`config.mk`:
```
export PLATFORM = sky130hd
export DESIGN_NAME = pva_rot_cell
export DESIGN_NICKNAME = d
export VERILOG_FILES = /design/src/rtl/pva_pkg.sv /design/src/rtl/pva_rot_cell.sv
export SDC_FILE = /design/constraint.sdc
export NUM_CORES = 1
export LEC_CHECK = 0
export BUFFER_PORTS_ARGS = -buffer_cell sky130_fd_sc_hd__buf_2
export CORE_ASPECT_RATIO = 1.4
export CORE_MARGIN = 2
export CORE_UTILIZATION = 59
export CTS_CLUSTER_SIZE = 12
export DETAILED_ROUTE_END_ITERATION = 10
export PLACE_DENSITY = 0.89
export SETUP_SLACK_MARGIN = 0.5
export SYNTH_ARGS = -nofsm -noshare
export SYNTH_HDL_FRONTEND = slang
export SYNTH_SLANG_ARGS = --single-unit
```
`constraint.sdc`:
```
create_clock -name clk -period 1.49 [get_ports clk]
set_input_delay 0.298 -clock clk [delete_from_list [all_inputs] [get_ports clk]]
set_output_delay 0.298 -clock clk [all_outputs]
set_load 0.05 [all_outputs]
```
`src/rtl/pva_pkg.sv`:
```
// pva_pkg: shared types, constants and helpers for the polar vector adder
// holds the request and result structs, the arctangent table and the cordic cell payloads
// no dependencies
`default_nettype none

package pva_pkg;

	// field widths
	localparam int LEN_BITS   = 16;
	localparam int ANGLE_BITS = 16;

	// default depth of each cordic chain
	localparam int CORDIC_STAGES_DEF = 16;
	localparam int MAX_STAGES        = 32;

	// internal angle is a 32-bit fraction of a turn
	localparam int TURN_BITS = 32;
	localparam int GUARD     = 16;

	// inverse cordic gain, 0.60725293500888 * 2^32
	localparam logic [31:0] KINV = 32'd2608131496;
	localparam logic [TURN_BITS-1:0] HALF_TURN = 32'h8000_0000;

	// datapath widths: cartesian parts and rotation-mode residual angle
	localparam int CW     = 37;
	localparam int RZW    = 34;
	localparam int PROD_W = LEN_BITS + 32;

	// atan(2^-i) as a fraction of a turn, scaled by 2^32
	localparam logic [31:0] ATAN_TURN [MAX_STAGES] = '{
		32'd536870912, 32'd316933406, 32'd167458907, 32'd85004756,
		32'd42667331,  32'd21354465,  32'd10679838,  32'd5340245,
		32'd2670163,   32'd1335087,   32'd667544,    32'd333772,
		32'd166886,    32'd83443,     32'd41722,     32'd20861,
		32'd10430,     32'd5215,      32'd2608,      32'd1304,
		32'd652,       32'd326,       32'd163,       32'd81,
		32'd41,        32'd20,        32'd10,        32'd5,
		32'd3,         32'd1,         32'd1,         32'd0
	};

	typedef logic signed [CW-1:0]  cval_t;
	typedef logic signed [RZW-1:0] rz_t;

	typedef struct packed {
		logic [LEN_BITS-1:0]          len_a;
		logic signed [ANGLE_BITS-1:0] angle_a;
		logic [LEN_BITS-1:0]          len_b;
		logic signed [ANGLE_BITS-1:0] angle_b;
	} pva_pair_t;

	typedef struct packed {
		logic [LEN_BITS:0]            sum_len;
		logic signed [ANGLE_BITS-1:0] sum_angle;
	} pva_sum_t;

	// one vector in the rotation chain
	typedef struct packed {
		cval_t x;
		cval_t y;
		rz_t   z;
	} pva_rvec_t;

	// what a rotation cell hands to its neighbour: both vectors of a request
	typedef struct packed {
		logic      valid;
		pva_rvec_t a;
		pva_rvec_t b;
	} pva_rot_t;

	// what a vectoring cell hands to its neighbour
	typedef struct packed {
		logic                 valid;
		logic                 zero;
		cval_t                x;
		cval_t                y;
		logic [TURN_BITS-1:0] z;
	} pva_vec_t;

	// shift right rounding toward zero: arithmetic shift, plus one when a
	// negative value loses set bits
	function automatic cval_t shr0(cval_t v, int s);
		logic [CW-1:0] mask;
		cval_t         r;
		mask = ~({CW{1'b1}} << s);
		r    = v >>> s;
		if (v[CW-1] && ((v & mask) != '0)) begin
			r = r + cval_t'(1);
		end
		return r;
	endfunction

endpackage

`default_nettype wire

```
`src/rtl/pva_rot_cell.sv`:
```
// pva_rot_cell: one rotation-mode cordic micro-rotation for both vectors of a request
// depends on pva_pkg
`default_nettype none

module pva_rot_cell #(
	parameter int SHIFT = 0
) (
	input  logic              clk,
	input  logic              arst_n,
	input  logic              en,
	input  pva_pkg::pva_rot_t src,
	output pva_pkg::pva_rot_t dst
);
	import pva_pkg::*;

	localparam rz_t ANG = rz_t'(ATAN_TURN[SHIFT]);

	logic      valid_q;
	pva_rvec_t a_q;
	pva_rvec_t b_q;

	// turn toward zero residual angle
	function automatic pva_rvec_t step(pva_rvec_t v);
		cval_t     dx;
		cval_t     dy;
		pva_rvec_t r;
		dx = shr0(v.y, SHIFT);
		dy = shr0(v.x, SHIFT);
		if (!v.z[RZW-1]) begin
			r.x = v.x - dx;
			r.y = v.y + dy;
			r.z = v.z - ANG;
		end else begin
			r.x = v.x + dx;
			r.y = v.y - dy;
			r.z = v.z + ANG;
		end
		return r;
	endfunction

	always_ff @(posedge clk or negedge arst_n) begin
		if (!arst_n) begin
			valid_q <= 1'b0;
		end else if (en) begin
			valid_q <= src.valid;
		end
	end

	always_ff @(posedge clk) begin
		if (en) begin
			a_q <= step(src.a);
			b_q <= step(src.b);
		end
	end

	always_comb begin
		dst.valid = valid_q;
		dst.a     = a_q;
		dst.b     = b_q;
	end

endmodule

`default_nettype wire

```
==> results by group, run 1 <==
Synth
  – Syn Nets: 2231
  – Yosys warns: 0
  – Synthesized area: approximately 17000 µm²
  – FFs w/ async S/R, synth: 0.00465
  – Avg Inst Size Synth: 9.46 µm²
  – Unique cell type count in the Yosys netlist: 77
  – Mapped Cells: ~1800
  – Seq/Total Area, Yosys: 0.369
  – Number of flops mapped to enable cells by yosys: between 200 and 250
  – Synth Flop Type: edfxtp_1
  – Synthesized flop and latch total: 215

Clocking
  – Resized Gates After CTS: 747
  – Hold buffers post-CTS: 58
  – Clk root buf: clkbuf_16
  – Clk buf depth: 3
  – Setup bufs post-CTS: 177
  – CTS buffer count: 23
  – H-tree Lvls: 1
  – Clock Sinks: 215

Placed design
  – Buffers on Ports: 436
  – Final GP Congestion: around 1.1
  – Post-DP HPWL: 62.0 mm
  – Placed instance area: roughly 26000 µm²
  – Place WS: -3.25 ns

Run status
  – First error: [ERROR DPL-0038] Utilization greater than 100%, impossible to legalize
  – Status: aborted with a tool error
  – Failing step: clock tree synthesis

Floorplan
  – Starting Density: 0.599
  – Die H: about 210 µm
  – Die X-Extent: about 150 µm
  – Ports: 437
  – Row count: 74
-- kinds of logic after synthesis --
group / share of synthesized area
AND/OR/NAND/NOR: 0.151
AO/OA/AOI/OAI: 0.194
XOR/XNOR: 0.136
flip-flops: 0.369
adder cells (fa/ha/maj): 0.120
buffers and inverters: 0.0246
multiplexers: 0.00423
-- Yosys cell counts (19+ instances only) --
master	count	area share
a21oi_1	214	0.061
nor2b_1	19	0.0068
xnor2_1	168	0.084
nor3_1	52	0.015
o21ai_0	71	0.020
nand3_1	37	0.011
a21o_1	78	0.034
nand2b_1	21	0.0075
and3_1	22	0.0079
ha_1	158	0.11
a31oi_1	35	0.013
o21a_1	23	0.0099
inv_1	55	0.012
nor2_1	181	0.039
nand4_1	21	0.0075
xor2_1	104	0.052
nand2_1	107	0.023
edfxtp_1	214	0.37
clkbuf_1	41	0.0088
-- through the flow --
| step | utilization | instances |
|---|---|---|
| detailed placement | 0.896 | 3307 |
| floorplan | - | 1847 |
| global placement | 0.896 | 3307 |
==> inputs of run 2 (changes only) <==
- CORE_ASPECT_RATIO: 1.4 -> default
- CORE_UTILIZATION: 59 -> 40
- CTS_CLUSTER_SIZE: 12 -> default
- PLACE_DENSITY: 0.89 -> default
- PLACE_DENSITY_LB_ADDON: default -> 0.15
- SETUP_SLACK_MARGIN: 0.5 -> default
==> run 2 against run 1 <==
Against the previous run: the flow now finishes, with violations (setup timing); synthesized cell count stayed put; synthesized area stayed put.
==> results by group, run 2 <==
Clocking
  – Worst-path clk slew: 0.06 ns
  – TritonCTS clock tree: built
  – Clk root buf: clkbuf_16
  – CTS buffer count: 25 (+8.7%)
  – Clk buf depth: 3 (unchanged)
  – Clock insertion delay at the later pin of the skew report: ~0.55 ns
  – H-tree Lvls: 1 (unchanged)
  – Clock Sinks: 215 (unchanged)

Synth
  – Post-synth top area cell: edfxtp_1
  – Multiplexer share of the synthesized area: 0.00423 (unchanged)
  – XOR/XNOR share of the synthesized area: 0.136 (unchanged)
  – Synthesized flop and latch total: 215 (unchanged)
  – Main combinational cell family by area after synthesis: compound AO/OA/AOI/OAI gates
  – Adder-Cell Fraction of Synth Area: 0.120 (unchanged)
  – Post-Synth Simple-Gate Area: 0.151 (unchanged)
  – Yosys warns: 0 (unchanged)
  – Synth Flop Type: edfxtp_1
  – Ranking of synthesized cells by area: edfxtp_1 37%, ha_1 11%, xnor2_1 8.4%
  – Syn Nets: 2231 (unchanged)
  – Avg Inst Size Synth: 9.46 µm² (unchanged)
  – Mapped Cells: 1847 (unchanged)
  – Share of the synthesized area in the top cell type: 0.368 (unchanged)
  – Unique cell type count in the Yosys netlist: 77 (unchanged)
  – FFs w/ async S/R, synth: 0.00465 (unchanged)
  – Synthesized area: 17500 µm² (unchanged)
  – Top cells by count, synth: 214 x a21oi_1, 214 x edfxtp_1, 181 x nor2_1
  – Seq/Total Area, Yosys: 0.369 (unchanged)
  – Number of flops mapped to enable cells by yosys: 214 (unchanged)
  – Synth Area in Compound Gates: 0.194 (unchanged)

Floorplan
  – Ports: 437 (unchanged)
  – Starting Density: 0.405 (-0.193)
  – Row count: 76 (+2.7%)
  – Die H: 213 µm (+2.6%)
  – Core area: ~43000 µm²
  – Die area: 45300 µm²
  – Die X-Extent: 213 µm (+43%)

Setup path
  – Kind of critical path: input pin to flop
  – Crit. End Element: flop
  – Critical Path RT: about 1.8 ns
  – Crit path max fanout: 3
  – Worst r2r src: valid_q
  – Crit path launch type: input pin
  – Critical path data arrival time: roughly 4.0 ns
  – Critical Path Start: src[152]

Worst hold path
  – HP Class: input pin to asynchronous set/reset pin

Finish
  – Area delta synth->final: 85.8%
  – Most frequent cells in the layout: 770 x buf_4, 343 x buf_2, 214 x edfxtp_1, 167 x buf_6, 140 x xnor2_1
  – Final nets: 3572
  – Largest register FFs: 214
  – Util after Layout: 0.753
  – Layout cells sized above 1: 0.581
  – Commonest non-fill, non-tap cell in the layout: buf_4

Routing
  – Antenna Nets Post-Route: 0
  – DRT Pass-1 Iters: 5
  – Via/cell ratio: a little over 5
  – Drt wl/cell: about 18 µm
  – Iter 0 DRT Violations: roughly 900
  – Vias: 19600
  – Final routed DRC violation total: 0
  – Final WL: between 60 and 70 mm

Placed design
  – Final GP Congestion: 0.914 (-14%)
  – Place WS: -2.99 ns (+0.261 ns)
  – Buffers on Ports: 436 (unchanged)
  – Post-DP HPWL: 48.0 mm (-23%)

STA
  – Worst hold slack: about 0.054 ns
  – Final setup violation count: 140
  – Final min period: around 3.7 ns
  – Max Fclk: about 270 MHz
  – RSZ-0062 raised after global routing: yes
  – Slew Limit Fails: 0
  – Worst clock skew: 0 ns
  – Slew headroom: 0.706
  – Final setup margin: -2.22 ns
  – Worst slew pin tran: 0.436 ns
  – Tcrit/Tclk final: 2.49
  – Fin. Hold Viols: 0

Global routing
  – Grt total ovfl: 0
  – Largest net degree at the start of global routing: 54
  – Number of global-route vias before repair: slightly below 20000
  – GRT Total Usage: 0.268
  – First-pass GRT wire length: roughly 100 mm
  – Initial antenna violation count: 1

Run status
  – Status: complete, but fails checks
  – Failing checks: setup timing

Power and ir drop
  – Leakage: about 15 nW
  – Maximum vdd drop: roughly 1.2 mV
  – Pwr per Cell Area: between 1000 and 1500 nW/µm²

Job
  – Max-cap violation count: 0
run 2: cell counts after synthesis:
Identical to the previous run, type by type.
run 2: worst max-delay path, stage by stage:
cell and delay (ns):
buf_6 0.09, or4_4 0.53, or3_4 0.38, or4b_4 0.53, buf_6 0.16, nor2_4 0.11, a21oi_2 0.07, xor2_1 0.17
ha_1 0.30, a21o_1 0.20, a21o_1 0.17, a21oi_2 0.17, o21ai_2 0.10, nor3_2 0.19, o21ai_2 0.09, a21oi_2 0.21
mux2i_1 0.20, nor2_1 0.06
run 2: report_power, final:
part	internal (W)	total, W	switching [W]
combinational	0.00817	0.0187	0.0105
sequential	0.00815	0.00856	0.000415
clock	0.00376	0.00641	0.00264
total	0.0201	0.0337	0.0136
run 2: layer usage:
metal | GRT usage | up-vias | part of all wire
li1 | - | 9515 | -
met1 | 0.326 | 9390 | 0.41
met2 | 0.478 | 579 | 0.50
met3 | 0.0356 | 158 | 0.053
met4 | 0.104 | 0 | 0.037
met5 | 0 | - | 0
run 2: cell families (layout without fill, tap and decap cells):
family                   Yosys count  in the layout
buffers and inverters            111           1470
multiplexers                       7              7
XOR/XNOR                         272            272
flip-flops                       215            215
adder cells (fa/ha/maj)          164            164
other                              0              1
AND/OR/NAND/NOR                  541            541
AO/OA/AOI/OAI                    537            537
run 2: worst paths after layout:
kind	end	slack, ns	cells after the start
setup / recovery	dst[214]	-2.22	18
hold reg to reg	valid_q	0.54	1
hold / removal	valid_q	0.05	2
min in group clk	dst[104]	0.10	1
max in group asynchronous	valid_q	1.35	2
setup reg to reg	valid_q	0.73	1
run 2: what timing repair did:
item,in CTS,in global routing
endpoints found under the setup margin,183,171
resized for setup,464,314
pin swaps,253,286
endpoints found under the hold margin,62,0
gates cloned,1,0
buffers inserted,109,86
hold buffers,62,0
run 2: final cells by class:
class                           count  area, µm²
Clock buffer                       27        633
Tap cell                          585        732
Antenna cell                        1       2.50
Timing Repair Buffer             1369      10400
Clock inverter                     18        203
Sequential cell                   215       6450
Multi-Input combinational cell   1521      13700
Inverter                           56        249
Fill cell                        2881      10600
run 2: per-stage QoR:
step                instances  total power [W]  TNS [ns]  area [µm²]
floorplan                1847           0.0179   -195.46       18500
global route             3791           0.0352   -186.06       32400
CTS                      3731           0.0323   -163.96       30700
global placement         3529           0.0235   -261.29       26400
detailed placement       3529           0.0237   -265.32       26400
finish                   3792           0.0337   -173.63       32400
Power figures use the tool's default switching activity.
